**src/sv/ggcp_pkg.sv**
```systemverilog
// ----------------------------------------------------------------------------
// ggcp_pkg
// Shared types and constants for the greedy graph core placement block.
// ----------------------------------------------------------------------------
package ggcp_pkg;

    localparam int MAX_NODES   = 32;
    localparam int MAX_EDGES   = 64;
    localparam int MAX_WORKERS = 4;

    localparam int NODE_W  = 5;
    localparam int EIDX_W  = 6;
    localparam int ECNT_W  = 7;
    localparam int CORE_W  = 3;
    localparam int WID_W   = 2;
    localparam int LOAD_W  = 6;
    localparam int SLOT_W  = 5;
    localparam int CROSS_W = 7;
    localparam int WCNT_W  = 3;
    localparam int PCNT_W  = 6;
    localparam int ENDS_W  = 2 * NODE_W;

    localparam int CFG_IDX_W  = 1;
    localparam int CFG_DATA_W = 6;

    localparam int IN_TDATA_W  = 24;
    localparam int IN_TUSER_W  = 3;
    localparam int OUT_TDATA_W = 16;

    localparam logic [CORE_W-1:0]  CORE_SINK = 3'd4;
    localparam logic [CORE_W-1:0]  CORE_NONE = 3'd5;
    localparam logic [SLOT_W-1:0]  SLOT_MAX  = 5'd31;
    localparam logic [LOAD_W-1:0]  LOAD_MAX  = 6'd63;
    localparam logic [CROSS_W-1:0] CROSS_MAX = 7'd127;

    typedef enum logic [1:0] {
        MODE_CLEAR    = 2'd0,
        MODE_EDGE     = 2'd1,
        MODE_PLACE    = 2'd2,
        MODE_CLASSIFY = 2'd3
    } t_mode;

    typedef enum logic [CFG_IDX_W-1:0] {
        CFG_WORKER_COUNT = 1'b0,
        CFG_PLUGIN_COUNT = 1'b1
    } t_cfg_idx;

    typedef enum logic [3:0] {
        S_IDLE,
        S_EXEC,
        S_SCAN,
        S_FOLLOW,
        S_PLACE,
        S_C3_EDGE,
        S_C3_FROM,
        S_C3_TO,
        S_RESP
    } t_state;

    typedef struct packed {
        logic capture;
        logic clear_plan;
        logic load_edge;
        logic place_sink;
        logic scan_start;
        logic scan_step;
        logic follow_chk;
        logic place;
        logic c3_rd_edge;
        logic c3_rd_from;
        logic c3_rd_to;
        logic c3_eval;
        logic load_out;
    } t_dp_cmd;

    typedef struct packed {
        t_mode mode;
        logic  is_sink;
        logic  hit;
        logic  scan_done;
        logic  up_on_worker;
        logic  out_free;
    } t_dp_stat;

endpackage

```
**src/sv/ggcp_dp.sv**
```systemverilog
// ----------------------------------------------------------------------------
// ggcp_dp
// Datapath: edge table, placement map, worker loads, share cap and result
// registers, driven step by step by the controller.
// ----------------------------------------------------------------------------
module ggcp_dp
    import ggcp_pkg::*;
(
    input  logic                  i_clk,
    input  logic                  i_rst_n,
    input  t_mode                 i_mode,
    input  logic [NODE_W-1:0]     i_node_id,
    input  logic                  i_is_sink,
    input  logic [EIDX_W-1:0]     i_edge_index,
    input  logic                  i_edge_used,
    input  logic [NODE_W-1:0]     i_edge_from,
    input  logic [NODE_W-1:0]     i_edge_to,
    input  logic                  i_cfg_we,
    input  logic [CFG_IDX_W-1:0]  i_cfg_addr,
    input  logic [CFG_DATA_W-1:0] i_cfg_wdata,
    input  t_dp_cmd               i_cmd,
    output t_dp_stat              o_stat,
    input  logic                  i_out_ready,
    output logic                  o_out_valid,
    output logic [CORE_W-1:0]     o_core,
    output logic [SLOT_W-1:0]     o_slot,
    output logic                  o_crosses,
    output logic [CROSS_W-1:0]    o_cross_total
);

    // Captured item
    t_mode               r_mode;
    logic [NODE_W-1:0]   r_node;
    logic                r_sink;
    logic [EIDX_W-1:0]   r_eidx;
    logic                r_used;
    logic [NODE_W-1:0]   r_from;
    logic [NODE_W-1:0]   r_to;

    // Configuration and plan state
    logic [WCNT_W-1:0]   r_worker_count;
    logic [PCNT_W-1:0]   r_plugin_count;
    logic [LOAD_W-1:0]   r_cap;
    logic [CROSS_W-1:0]  r_cross_count;
    logic [LOAD_W-1:0]   r_load [MAX_WORKERS];

    // Edge table and placement map
    logic [ENDS_W-1:0]   r_edge_mem [MAX_EDGES];
    logic [MAX_EDGES-1:0] r_edge_vld;
    logic [ENDS_W-1:0]   r_edata;
    logic                r_evld;
    logic [CORE_W-1:0]   r_core_mem [MAX_NODES];
    logic [MAX_NODES-1:0] r_core_vld;
    logic [CORE_W-1:0]   r_cdata;

    // Scan control
    logic [ECNT_W-1:0]   r_ecnt;
    logic [EIDX_W-1:0]   r_pidx;
    logic                r_pv;
    logic                r_follow;
    logic [WID_W-1:0]    r_up;
    logic [CORE_W-1:0]   r_cf;

    // Result of the current item, then the output register
    logic [CORE_W-1:0]   r_core;
    logic [SLOT_W-1:0]   r_slot;
    logic                r_crosses;
    logic                r_out_valid;
    logic [CORE_W-1:0]   r_out_core;
    logic [SLOT_W-1:0]   r_out_slot;
    logic                r_out_crosses;
    logic [CROSS_W-1:0]  r_out_total;

    logic                hit;
    logic                scan_more;
    logic                edge_rd_en;
    logic [EIDX_W-1:0]   edge_rd_addr;
    logic                core_rd_en;
    logic [NODE_W-1:0]   core_rd_addr;
    logic                core_wr_en;
    logic [CORE_W-1:0]   core_wr_data;
    logic [WCNT_W-1:0]   w_eff;
    logic [WID_W-1:0]    least;
    logic [WID_W-1:0]    pick;
    logic [WID_W-1:0]    load_idx;
    logic [LOAD_W-1:0]   load_sel;
    logic [ECNT_W-1:0]   cap_sum;
    logic [14:0]         cap_prod;
    logic [ECNT_W-1:0]   cap_q;
    logic [LOAD_W-1:0]   cap_new;
    logic                cross_now;

    assign hit       = r_pv && r_evld && (r_edata[NODE_W-1:0] == r_node);
    assign scan_more = (r_ecnt != ECNT_W'(MAX_EDGES));

    always_comb begin
        if (r_worker_count == '0) begin
            w_eff = WCNT_W'(1);
        end else if (r_worker_count > WCNT_W'(MAX_WORKERS)) begin
            w_eff = WCNT_W'(MAX_WORKERS);
        end else begin
            w_eff = r_worker_count;
        end
    end

    // Share cap: ceil(plugins / workers), at least one, with workers in one to four.
    always_comb begin
        cap_sum  = ECNT_W'(r_plugin_count) + ECNT_W'(w_eff) - ECNT_W'(1);
        cap_prod = 15'(cap_sum) * 15'(171);
        case (w_eff)
            3'd2:    cap_q = cap_sum >> 1;
            3'd3:    cap_q = {1'b0, cap_prod[14:9]};
            3'd4:    cap_q = cap_sum >> 2;
            default: cap_q = cap_sum;
        endcase
        cap_new = (cap_q == '0) ? LOAD_W'(1) : cap_q[LOAD_W-1:0];
    end

    // Least-loaded worker among those in use, ties to the lowest index.
    always_comb begin
        least = '0;
        for (int k = 1; k < MAX_WORKERS; k++) begin
            if ((WCNT_W'(k) < w_eff) && (r_load[k] < r_load[least])) begin
                least = WID_W'(k);
            end
        end
    end

    assign pick     = r_follow ? r_up : least;
    assign load_idx = i_cmd.follow_chk ? r_cdata[WID_W-1:0] : pick;
    assign load_sel = r_load[load_idx];

    assign edge_rd_en   = (i_cmd.scan_step && !hit && scan_more) || i_cmd.c3_rd_edge;
    assign edge_rd_addr = i_cmd.c3_rd_edge ? r_eidx : r_ecnt[EIDX_W-1:0];
    assign core_rd_en   = (i_cmd.scan_step && hit) || i_cmd.c3_rd_from || i_cmd.c3_rd_to;
    assign core_rd_addr = i_cmd.c3_rd_to ? r_edata[NODE_W-1:0]
                                         : r_edata[ENDS_W-1:NODE_W];
    assign core_wr_en   = i_cmd.place_sink || i_cmd.place;
    assign core_wr_data = i_cmd.place_sink ? CORE_SINK : CORE_W'(pick);

    assign cross_now = r_evld && (r_cf != r_cdata);

    // Memories
    always_ff @(posedge i_clk) begin
        if (i_cmd.load_edge) begin
            r_edge_mem[r_eidx] <= {r_from, r_to};
        end
        if (edge_rd_en) begin
            r_edata <= r_edge_mem[edge_rd_addr];
            r_evld  <= r_edge_vld[edge_rd_addr];
        end
    end

    always_ff @(posedge i_clk) begin
        if (core_wr_en) begin
            r_core_mem[r_node] <= core_wr_data;
        end
        if (core_rd_en) begin
            r_cdata <= r_core_vld[core_rd_addr] ? r_core_mem[core_rd_addr] : CORE_NONE;
        end
    end

    // Payload registers
    always_ff @(posedge i_clk) begin
        if (i_cmd.capture) begin
            r_mode <= i_mode;
            r_node <= i_node_id;
            r_sink <= i_is_sink;
            r_eidx <= i_edge_index;
            r_used <= i_edge_used;
            r_from <= i_edge_from;
            r_to   <= i_edge_to;
        end
        if (i_cmd.scan_step && !hit && scan_more) begin
            r_pidx <= r_ecnt[EIDX_W-1:0];
        end
        if (i_cmd.follow_chk) begin
            r_up <= r_cdata[WID_W-1:0];
        end
        if (i_cmd.c3_rd_to) begin
            r_cf <= r_cdata;
        end
        if (i_cmd.clear_plan || i_cmd.load_edge) begin
            r_core    <= CORE_NONE;
            r_slot    <= '0;
            r_crosses <= 1'b0;
        end
        if (i_cmd.place_sink) begin
            r_core    <= CORE_SINK;
            r_slot    <= '0;
            r_crosses <= 1'b0;
        end
        if (i_cmd.place) begin
            r_core    <= CORE_W'(pick);
            r_slot    <= load_sel[LOAD_W-1] ? SLOT_MAX : load_sel[SLOT_W-1:0];
            r_crosses <= 1'b0;
        end
        if (i_cmd.c3_eval) begin
            r_core    <= CORE_NONE;
            r_slot    <= '0;
            r_crosses <= cross_now;
        end
        if (i_cmd.load_out) begin
            r_out_core    <= r_core;
            r_out_slot    <= r_slot;
            r_out_crosses <= r_crosses;
            r_out_total   <= r_cross_count;
        end
    end

    // Control state
    always_ff @(posedge i_clk) begin
        if (!i_rst_n) begin
            r_worker_count <= WCNT_W'(1);
            r_plugin_count <= '0;
            r_cap          <= LOAD_W'(1);
            r_cross_count  <= '0;
            r_edge_vld     <= '0;
            r_core_vld     <= '0;
            r_ecnt         <= '0;
            r_pv           <= 1'b0;
            r_follow       <= 1'b0;
            r_out_valid    <= 1'b0;
            for (int k = 0; k < MAX_WORKERS; k++) begin
                r_load[k] <= '0;
            end
        end else begin
            if (i_cfg_we) begin
                unique case (t_cfg_idx'(i_cfg_addr))
                    CFG_WORKER_COUNT: r_worker_count <= i_cfg_wdata[WCNT_W-1:0];
                    CFG_PLUGIN_COUNT: r_plugin_count <= i_cfg_wdata[PCNT_W-1:0];
                endcase
            end
            if (i_cmd.clear_plan) begin
                r_cap         <= cap_new;
                r_cross_count <= '0;
                r_core_vld    <= '0;
                for (int k = 0; k < MAX_WORKERS; k++) begin
                    r_load[k] <= '0;
                end
            end
            if (i_cmd.load_edge) begin
                r_edge_vld[r_eidx] <= r_used;
            end
            if (core_wr_en) begin
                r_core_vld[r_node] <= 1'b1;
            end
            if (i_cmd.scan_start) begin
                r_ecnt   <= '0;
                r_pv     <= 1'b0;
                r_follow <= 1'b0;
            end
            if (i_cmd.scan_step) begin
                if (hit) begin
                    // Resume after the matching slot if its producer is not followed.
                    r_pv   <= 1'b0;
                    r_ecnt <= ECNT_W'(r_pidx) + ECNT_W'(1);
                end else if (scan_more) begin
                    r_pv   <= 1'b1;
                    r_ecnt <= r_ecnt + ECNT_W'(1);
                end else begin
                    r_pv <= 1'b0;
                end
            end
            if (i_cmd.follow_chk && o_stat.up_on_worker) begin
                r_follow <= (load_sel < r_cap);
            end
            if (i_cmd.place && (load_sel != LOAD_MAX)) begin
                r_load[pick] <= load_sel + LOAD_W'(1);
            end
            if (i_cmd.c3_eval && cross_now && (r_cdata != CORE_SINK)
                    && (r_cross_count != CROSS_MAX)) begin
                r_cross_count <= r_cross_count + CROSS_W'(1);
            end
            if (i_cmd.load_out) begin
                r_out_valid <= 1'b1;
            end else if (i_out_ready) begin
                r_out_valid <= 1'b0;
            end
        end
    end

    always_comb begin
        o_stat.mode         = r_mode;
        o_stat.is_sink      = r_sink;
        o_stat.hit          = hit;
        o_stat.scan_done    = !r_pv && !scan_more;
        o_stat.up_on_worker = (r_cdata < CORE_W'(MAX_WORKERS));
        o_stat.out_free     = !r_out_valid || i_out_ready;
    end

    assign o_out_valid   = r_out_valid;
    assign o_core        = r_out_core;
    assign o_slot        = r_out_slot;
    assign o_crosses     = r_out_crosses;
    assign o_cross_total = r_out_total;

endmodule

```
**src/sv/ggcp_ctrl.sv**
```systemverilog
// ----------------------------------------------------------------------------
// ggcp_ctrl
// Controller: sequences each item's steps through the datapath.
// ----------------------------------------------------------------------------
module ggcp_ctrl
    import ggcp_pkg::*;
(
    input  logic     i_clk,
    input  logic     i_rst_n,
    input  logic     i_in_valid,
    output logic     o_in_ready,
    input  t_dp_stat i_stat,
    output t_dp_cmd  o_cmd
);

    t_state r_state;
    t_state n_state;

    always_ff @(posedge i_clk) begin
        if (!i_rst_n) begin
            r_state <= S_IDLE;
        end else begin
            r_state <= n_state;
        end
    end

    always_comb begin
        n_state    = r_state;
        o_cmd      = '0;
        o_in_ready = 1'b0;
        unique case (r_state)
            S_IDLE: begin
                // The input side stays closed while reset is held.
                o_in_ready = i_rst_n;
                if (i_in_valid && i_rst_n) begin
                    o_cmd.capture = 1'b1;
                    n_state       = S_EXEC;
                end
            end
            S_EXEC: begin
                unique case (i_stat.mode)
                    MODE_CLEAR: begin
                        o_cmd.clear_plan = 1'b1;
                        n_state          = S_RESP;
                    end
                    MODE_EDGE: begin
                        o_cmd.load_edge = 1'b1;
                        n_state         = S_RESP;
                    end
                    MODE_PLACE: begin
                        if (i_stat.is_sink) begin
                            o_cmd.place_sink = 1'b1;
                            n_state          = S_RESP;
                        end else begin
                            o_cmd.scan_start = 1'b1;
                            n_state          = S_SCAN;
                        end
                    end
                    MODE_CLASSIFY: begin
                        o_cmd.c3_rd_edge = 1'b1;
                        n_state          = S_C3_EDGE;
                    end
                endcase
            end
            S_SCAN: begin
                o_cmd.scan_step = 1'b1;
                if (i_stat.hit) begin
                    n_state = S_FOLLOW;
                end else if (i_stat.scan_done) begin
                    n_state = S_PLACE;
                end
            end
            S_FOLLOW: begin
                // A producer on a worker ends the search; sink or unplaced ones are skipped.
                o_cmd.follow_chk = 1'b1;
                n_state = i_stat.up_on_worker ? S_PLACE : S_SCAN;
            end
            S_PLACE: begin
                o_cmd.place = 1'b1;
                n_state     = S_RESP;
            end
            S_C3_EDGE: begin
                o_cmd.c3_rd_from = 1'b1;
                n_state          = S_C3_FROM;
            end
            S_C3_FROM: begin
                o_cmd.c3_rd_to = 1'b1;
                n_state        = S_C3_TO;
            end
            S_C3_TO: begin
                o_cmd.c3_eval = 1'b1;
                n_state       = S_RESP;
            end
            S_RESP: begin
                if (i_stat.out_free) begin
                    o_cmd.load_out = 1'b1;
                    n_state        = S_IDLE;
                end
            end
            default: begin
                n_state = S_IDLE;
            end
        endcase
    end

endmodule

```
**src/sv/greedy_graph_core_placement_top.sv**
```systemverilog
// ----------------------------------------------------------------------------
// greedy_graph_core_placement_top
// Greedy placement of dataflow graph nodes onto workers, stream interface.
// ----------------------------------------------------------------------------
// One item is worked on at a time; the next is accepted as soon as the
// result of the current one sits in the output register, even if that
// result has not yet been taken. Clear, edge load and sink placement go
// straight to the result; classification reads the edge, then the
// producer's and consumer's cores. A non-sink placement scans the 64-slot
// edge table through its single read port, one slot per cycle save for a
// producer lookup at each matching edge, up to a producer on a worker. The
// table and map are tracked by valid bits, so no clearing pass follows reset.
// ----------------------------------------------------------------------------
module greedy_graph_core_placement_top
    import ggcp_pkg::*;
(
    input  logic                   i_clk,
    input  logic                   i_rst_n,
    input  logic                   i_s_axis_tvalid,
    output logic                   o_s_axis_tready,
    // node_id[4:0], edge_index[10:5], edge_used[11], edge_from[16:12],
    // edge_to[21:17], zero fill [23:22]
    input  logic [IN_TDATA_W-1:0]  i_s_axis_tdata,
    // mode[1:0], is_sink[2]
    input  logic [IN_TUSER_W-1:0]  i_s_axis_tuser,
    output logic                   o_m_axis_tvalid,
    input  logic                   i_m_axis_tready,
    // core[2:0], slot[7:3], crosses[8], cross_total[15:9]
    output logic [OUT_TDATA_W-1:0] o_m_axis_tdata,
    input  logic                   i_cfg_we,
    input  logic [CFG_IDX_W-1:0]   i_cfg_addr,
    input  logic [CFG_DATA_W-1:0]  i_cfg_wdata
);

    t_dp_cmd             cmd;
    t_dp_stat            stat;
    logic [CORE_W-1:0]   out_core;
    logic [SLOT_W-1:0]   out_slot;
    logic                out_crosses;
    logic [CROSS_W-1:0]  out_total;

    ggcp_ctrl u_ctrl (
        .i_clk      (i_clk),
        .i_rst_n    (i_rst_n),
        .i_in_valid (i_s_axis_tvalid),
        .o_in_ready (o_s_axis_tready),
        .i_stat     (stat),
        .o_cmd      (cmd)
    );

    ggcp_dp u_dp (
        .i_clk         (i_clk),
        .i_rst_n       (i_rst_n),
        .i_mode        (t_mode'(i_s_axis_tuser[1:0])),
        .i_node_id     (i_s_axis_tdata[4:0]),
        .i_is_sink     (i_s_axis_tuser[2]),
        .i_edge_index  (i_s_axis_tdata[10:5]),
        .i_edge_used   (i_s_axis_tdata[11]),
        .i_edge_from   (i_s_axis_tdata[16:12]),
        .i_edge_to     (i_s_axis_tdata[21:17]),
        .i_cfg_we      (i_cfg_we),
        .i_cfg_addr    (i_cfg_addr),
        .i_cfg_wdata   (i_cfg_wdata),
        .i_cmd         (cmd),
        .o_stat        (stat),
        .i_out_ready   (i_m_axis_tready),
        .o_out_valid   (o_m_axis_tvalid),
        .o_core        (out_core),
        .o_slot        (out_slot),
        .o_crosses     (out_crosses),
        .o_cross_total (out_total)
    );

    assign o_m_axis_tdata = {out_total, out_crosses, out_slot, out_core};

    // Only one item is in work: after a transfer in, the input side closes.
    a_one_in_work: assert property (@(posedge i_clk) disable iff (!i_rst_n)
        i_s_axis_tvalid && o_s_axis_tready |=> !o_s_axis_tready)
        else $error("input accepted while an item is in work");

    // A result never carries a core code beyond the unplaced marker.
    a_core_code: assert property (@(posedge i_clk) disable iff (!i_rst_n)
        o_m_axis_tvalid |-> (out_core <= CORE_NONE))
        else $error("result core code out of range");

    // Only classification raises crosses, and it always reports unplaced.
    a_cross_mode: assert property (@(posedge i_clk) disable iff (!i_rst_n)
        o_m_axis_tvalid && out_crosses |-> (out_core == CORE_NONE))
        else $error("crossing flag on a placement result");

    // A nonzero slot belongs to a node placed on a worker.
    a_slot_worker: assert property (@(posedge i_clk) disable iff (!i_rst_n)
        o_m_axis_tvalid && (out_slot != '0) |-> (out_core < CORE_W'(MAX_WORKERS)))
        else $error("slot given for a node not on a worker");

endmodule
```
**config.mk**
```make
export PLATFORM = sky130hd
export DESIGN_NAME = greedy_graph_core_placement_top
export DESIGN_NICKNAME = d
export VERILOG_FILES = /design/src/sv/ggcp_pkg.sv /design/src/sv/ggcp_dp.sv /design/src/sv/ggcp_ctrl.sv /design/src/sv/greedy_graph_core_placement_top.sv
export SDC_FILE = /design/constraint.sdc
export NUM_CORES = 2
export LEC_CHECK = 0
export BUFFER_PORTS_ARGS = -buffer_cell sky130_fd_sc_hd__buf_2
export CORE_ASPECT_RATIO = 1.5
export CORE_MARGIN = 3
export CORE_UTILIZATION = 47
export CTS_BUF_LIST = sky130_fd_sc_hd__clkbuf_16
export DETAILED_ROUTE_END_ITERATION = 10
export GPL_TIMING_DRIVEN = 0
export SETUP_SLACK_MARGIN = 0.1
export SLEW_MARGIN = 30
export SYNTH_ARGS = -nofsm -noshare
export SYNTH_HDL_FRONTEND = slang
export SYNTH_SLANG_ARGS = --single-unit
```
**constraint.sdc**
```tcl
create_clock -name i_clk -period 8 [get_ports i_clk]
set_input_delay 0.8 -clock i_clk [delete_from_list [all_inputs] [get_ports i_clk]]
set_output_delay 0.8 -clock i_clk [all_outputs]
set_load 0.005 [all_outputs]
```
### After elaboration in Yosys (flattened, before gate mapping)

Memories as Yosys holds them, arrays and structs flattened. A register that Yosys moved wholly into a read port is not among the register bits.
Index checks and enable logic that the tools add are counted.

| word-level totals | value |
|---|---|
| flip-flop bits (word level) | 194 |
| memory bits (writable) | 760 |
| bits of input ports | 39 |
| output and inout port bits | 18 |
| logic and storage cells | 221 |
| memories | 3 |

| cells by class | value |
|---|---|
| add/subtract/negate cells | 6 |
| multipliers | 1 |
| order comparisons | 15 |
| equality and inequality tests | 23 |
| multiplexer cells | 93 |
| bitwise logic cells | 6 |
| reduce and logical (&&, ||, !) cells | 45 |

Memory list:

| name | depth | bits a word | read ports | clocked after memory_dff | write ports | RTL line | text |
|---|---|---|---|---|---|---|---|
| u_dp.r_edge_mem | 64 | 10 | 1 | 1 | 1 | ggcp_dp.sv:48 | `logic [ENDS_W-1:0] r_edge_mem [MAX_EDGES];` |
| u_dp.r_core_mem | 32 | 3 | 1 | 1 | 1 | ggcp_dp.sv:52 | `logic [CORE_W-1:0] r_core_mem [MAX_NODES];` |
| u_dp.r_load | 4 | 6 | 7 | 0 | 4 | ggcp_dp.sv:45 | `logic [LOAD_W-1:0] r_load [MAX_WORKERS];` |

Operators by type and width:

| cell | count |
|---|---|
| $mux W32 | 3 |
| $bwmux W64 | 1 |
| $mux W1 | 45 |
| $mux W6 | 7 |
| $mux W7 | 6 |
| $or A32 B32 Y32 | 1 |
| $pmux W4 S8 | 1 |
| $mux W5 | 5 |
| $lt A6 B6 Y1 | 4 |
| $mux W4 | 6 |
| $mux W3 | 7 |
| $pmux W7 S3 | 1 |
| $logic_and A1 B1 Y1 | 18 |
| $eq A4 B3 Y1 const B | 4 |
| $mul A7 B8 Y15 const B | 1 |
| $add A7 B1 Y7 const B | 2 |
| $lt A6 B7 Y1 const B | 2 |
| $ne A7 B7 Y1 const B | 2 |
| $lt A5 B6 Y1 const B | 2 |
| $mux W2 | 6 |
| $pmux W4 S3 | 1 |
| $eq A4 B2 Y1 const B | 2 |
| $reduce_bool A2 Y1 | 4 |
| $add A6 B1 Y7 const B | 1 |
| 40 further kinds | 57 |

### Depth between registers and ports, before layout

An unclocked memory read counts as a cell.

| logic depth | value |
|---|---|
| word-level depth | 24 |
| gate-level depth with buffers | 33 |
| depth with buffers taken out | 29 |

### Cells and area by module

From an unflattened synthesis, not the netlist that was laid out.

| second synthesis, totals | value |
|---|---|
| cell total of the unflattened synthesis | 2647 |
| area, all modules | 41024.3 um^2 |

Modules (own cells, without submodules):

| module | instances | cells each | area each (um^2) | sequential area each (um^2) |
|---|---|---|---|---|
| ggcp_dp | 1 | 2589 | 40600.2 | 27556.4 |
| ggcp_ctrl | 1 | 57 | 416.6 | 80.1 |
| greedy_graph_core_placement_top | 1 | 1 | 7.5 | 0.0 |

### Least setup slack after synthesis

Ideal clock, no wire load.

| timing | value |
|---|---|
| path type | register to register |
| from | memory u_dp.r_load[1][5] |
| to | memory u_dp.r_load[2][0], enable pin |
| setup time | 357 ps |
| arrival | 6397 ps |
| required time | 7643 ps |
| path slack | 1246 ps |
| cell stages (with the launch flop) | 33 |
| path buffers | 5 |
| period minus slack after synthesis | 6754 ps |
| cells stage by stage | edfxtp_1 ha_1 a211oi_4 o21ai_2 nor2_1 buf_2 mux2i_1 ha_1 a211o_1 o211ai_2 nand3_4 o21bai_1 clkbuf_1 nand2_1 o21ai_0 ha_1 a21oi_1 o21ai_0 or3_1 buf_1 a31oi_4 o21a_1 buf_4 mux2i_1 mux2_4 inv_1 ha_1 inv_1 nor3_1 a22o_1 and3_1 buf_2 o21ai_1 |

RTL lines:

| item | RTL line |
|---|---|
| start, declared | ggcp_dp.sv:45 |

==> impl_metrics.ini <==
[grt]
grt_pass1_vias = 25500
grt_max_degree = 33
grt_antenna_before_repair = 1
grt_pass1_wl_um = 160000
grt-ovfl-total = 0
grt_usage_pct = 24.0

[synth]
ys_top_cells_by_area = edfxtp_1 (60%), mux4_2 (11%), dfxtp_1 (6.8%)
synth_cell_types = 94
synth_most_common_cell = edfxtp_1
ys_ff_latch = 967
synthTopCellsByCount = edfxtp_1 (827), nand2_1 (264), mux4_2 (208), nor2_1 (157), dfxtp_1 (140)
postSynth.asyncResetShare_pct = 0
synth-seq-area-share_pct = 67.2
syn_inst = 2652
syn_area_sq_um = 41100
yosysTopAreaCell = edfxtp_1
synth-edff-count = 827
yosys.area.top_type_share_pct = 60.4
yosysWarnings = 0
syn_area_per_cell_sq_um = 15.5
synth_ff_type = edfxtp_1
synth_nets = 2769

[die]
core-area_sq_um = 86500
dieArea_sq_um = 91200
initial_core_util_pct = 47.5
die_w_um = 248
die_h_um = 368
row_count = 132
io_pins = 57

[drt]
drt_wl_total_um = 108000
dr.pass1.iters = 6
viasPerCell = 5.95
vias = 24100
post_drt_wl_per_cell_um = 26.6
ant_nets = 0
drc = 0
first_iter_violations = 2078

[worst_hold_path]
hold_depth = 1
hp-start = i_s_axis_tdata[9]
hp-class = primary input to flop
holdPathEnd = u_dp.r_eidx[4]

[sta]
relSlewSlack_pct = 32.6
final_hold_viol_count = 0
fin_crit_ps = 7450
setup_viol = 0
setup_tns_ps = 0
tightest_slew_ps = 983
finalCritPeriodShare_pct = 93.1
max_freq_ghz = 0.134
clock-skew-final_ps = 36.5
rsz0062_at_grt = false
maxSlewViolCount = 0

[critical_path]
cp.arrival_ps = 7790
reg2reg_slack_ps = 550
startpoint_type = flop
critPathMaxFanout = 10
cpMostUsedCell = ha_1
cp.depth = 31
required_ps = 8340
r2r-start = u_dp.r_load[1][5]
timing_worst_setup_path_type = flop to flop
reg2reg_depth = 31
worstPathBufferInverterCount = 6
cp_top_family = compound AO/OA/AOI/OAI gates
crit-reg2reg-capture = u_dp.r_load[2][2]
slowest_delay_ps = 450
slowest_stage = edfxtp_1
critPathCaptureType = flop

[clock_tree]
h-tree-depth = 3
cts_made_buffers = 91
hold_buffers = 0
cts-root-buf = clkbuf_16
path_clk_slew_ps = 60
cts_sinks = 967
cts_tree = done
clk_path_buf_depth = 3
worstSkewPairLatency_ps = 690

[pwr]
p_leak_nw = 15.5
p_int_mw = 9.13
p_switching_mw = 3.46
pwr-share-comb_pct = 18.8
power.share.switching_pct = 27.5
powerDensity_nw_per_um2 = 270
power_frac_seq_pct = 46.2
p_clk_share_pct = 34.9
ir_worst_vdd_uv = 242
report.power.total_mw = 12.6

[placement]
dpl_cell_area_sq_um = 43600
hpwl_um = 78500
numPortBuffers = 52
gp_congestion = 1.04

[cells_and_area]
drive_gt1_share_pct = 21.4
fill_cells = 6944
final_cell_area_sq_um = 46700
syn_to_final_growth_pct = 13.4
nets = 2956
num_antenna_cells = 0

[flow_run]
maxCapViolCount = 0

[outcome]
status = complete, no violations
[worst max path at each step]
stage                                  from                end  slack [ps]
after global placement    u_dp.r_load[1][5]  u_dp.r_load[2][2]        -120
final                     u_dp.r_load[1][5]  u_dp.r_load[2][2]         550
after floorplan           u_dp.r_load[1][5]  u_dp.r_load[2][0]        1250
after detailed placement  u_dp.r_load[1][5]  u_dp.r_load[2][2]        -130
after CTS                 u_dp.r_load[1][5]  u_dp.r_load[0][2]         150
after global routing      u_dp.r_load[1][5]  u_dp.r_load[2][1]         130
[logic make-up (layout without fill, tap and decap cells)]
logic type	Yosys count	count (layout)	share of synthesized area, %
DFF	967	967	67.2
buffers and inverters	220	481	2.24
adders and majority gates	78	78	2.55
AOI/OAI and AO/OA	488	488	8.13
and+or+nand+nor	630	630	7.09
muxes	247	247	12.4
xor gates and xnor gates	22	22	0.468
[power by group through the flow]
| stage | combinational (mW) | clock, mW | sequential [mW] |
|---|---|---|---|
| floorplan | 1.52 | 0 | 5.96 |
| global placement | 2.10 | 0 | 6.08 |
| detailed placement | 2.37 | 0 | 5.93 |
| CTS | 2.38 | 4.46 | 5.83 |
| global route | 2.61 | 4.67 | 5.84 |
| finish | 2.37 | 4.40 | 5.83 |
[state kept, by name (all words and copies together), names as in the netlist, 6 cells and up]
name / flops
u_dp.r_cap: 6
u_dp.r_eidx: 6
u_dp.r_pidx: 6
u_dp.r_ecnt: 7
u_dp.r_core_mem: 96
u_dp.r_edge_mem: 640
u_dp.r_cross_count: 7
u_dp.r_core_vld: 32
u_dp.r_plugin_count: 6
u_dp.r_edata: 10
u_dp.r_load: 24
u_dp.o_cross_total: 7
u_dp.r_edge_vld: 64
[cell usage in the layout, fill, tap and decap left out, types with 11 or more instances in the layout]
cell type / n
edfxtp_1: 827
nand2_1: 262
mux4_2: 208
dfxtp_1: 140
o21ai_0: 132
clkbuf_1: 103
clkbuf_16: 92
nor2_1: 89
buf_2: 83
inv_1: 76
a21boi_0: 76
a21oi_1: 68
ha_1: 68
nor2_2: 67
a211oi_1: 60
and2_1: 53
mux2i_1: 30
nor2b_1: 27
a31oi_1: 27
nand3_1: 26
a311oi_1: 22
buf_4: 20
buf_6: 19
clkinv_1: 18
nor3_1: 17
clkinv_2: 17
xnor2_1: 16
buf_8: 15
and3_1: 14
bufinv_16: 12
nand2b_1: 11
nand4_1: 11
[stage by stage]
| step | util (%) | setup WS, ps | std cells | hold WS, ps |
|---|---|---|---|---|
| 6_report | 53.9 | 554 | 4052 | 293 |
| 5_1_grt | 53.9 | 133 | 4052 | 270 |
| 4_1_cts | 53.8 | 149 | 4048 | 250 |
| 3_5_place_dp | 50.3 | -135 | 3881 | 419 |
| 3_3_place_gp | 49.5 | -123 | 3843 | 401 |
| 2_1_floorplan | - | 1250 | 2652 | 400 |
[per-layer routing]
layer	vias to the layer above	GRT usage, %	share of wire, %
met2	873	43.2	53
met3	293	3.61	5.1
met4	0	14.5	6.4
li1	10700	-	-
met5	-	0	0
met1	12300	26.6	35
[timing repair]
item	in CTS	in global routing
setup buffers	0	4
pin swaps	0	3
hold endpoints to repair	0	0
endpoints found under the setup margin	18	48
resized for setup	4	9
[layout make-up]
type,instances,area [sq um],share of cell area (%)
inverters,66,248,0.531
multi-input cells,1465,12900,27.6
clock inverters,75,714,1.53
repair buffers,94,801,1.72
plain buffers,154,681,1.46
well taps,1139,1430,3.05
flip-flops and latches,967,27600,59.2
clock buffers,92,2300,4.93
No activity file was read; power rests on OpenSTA's default activity.
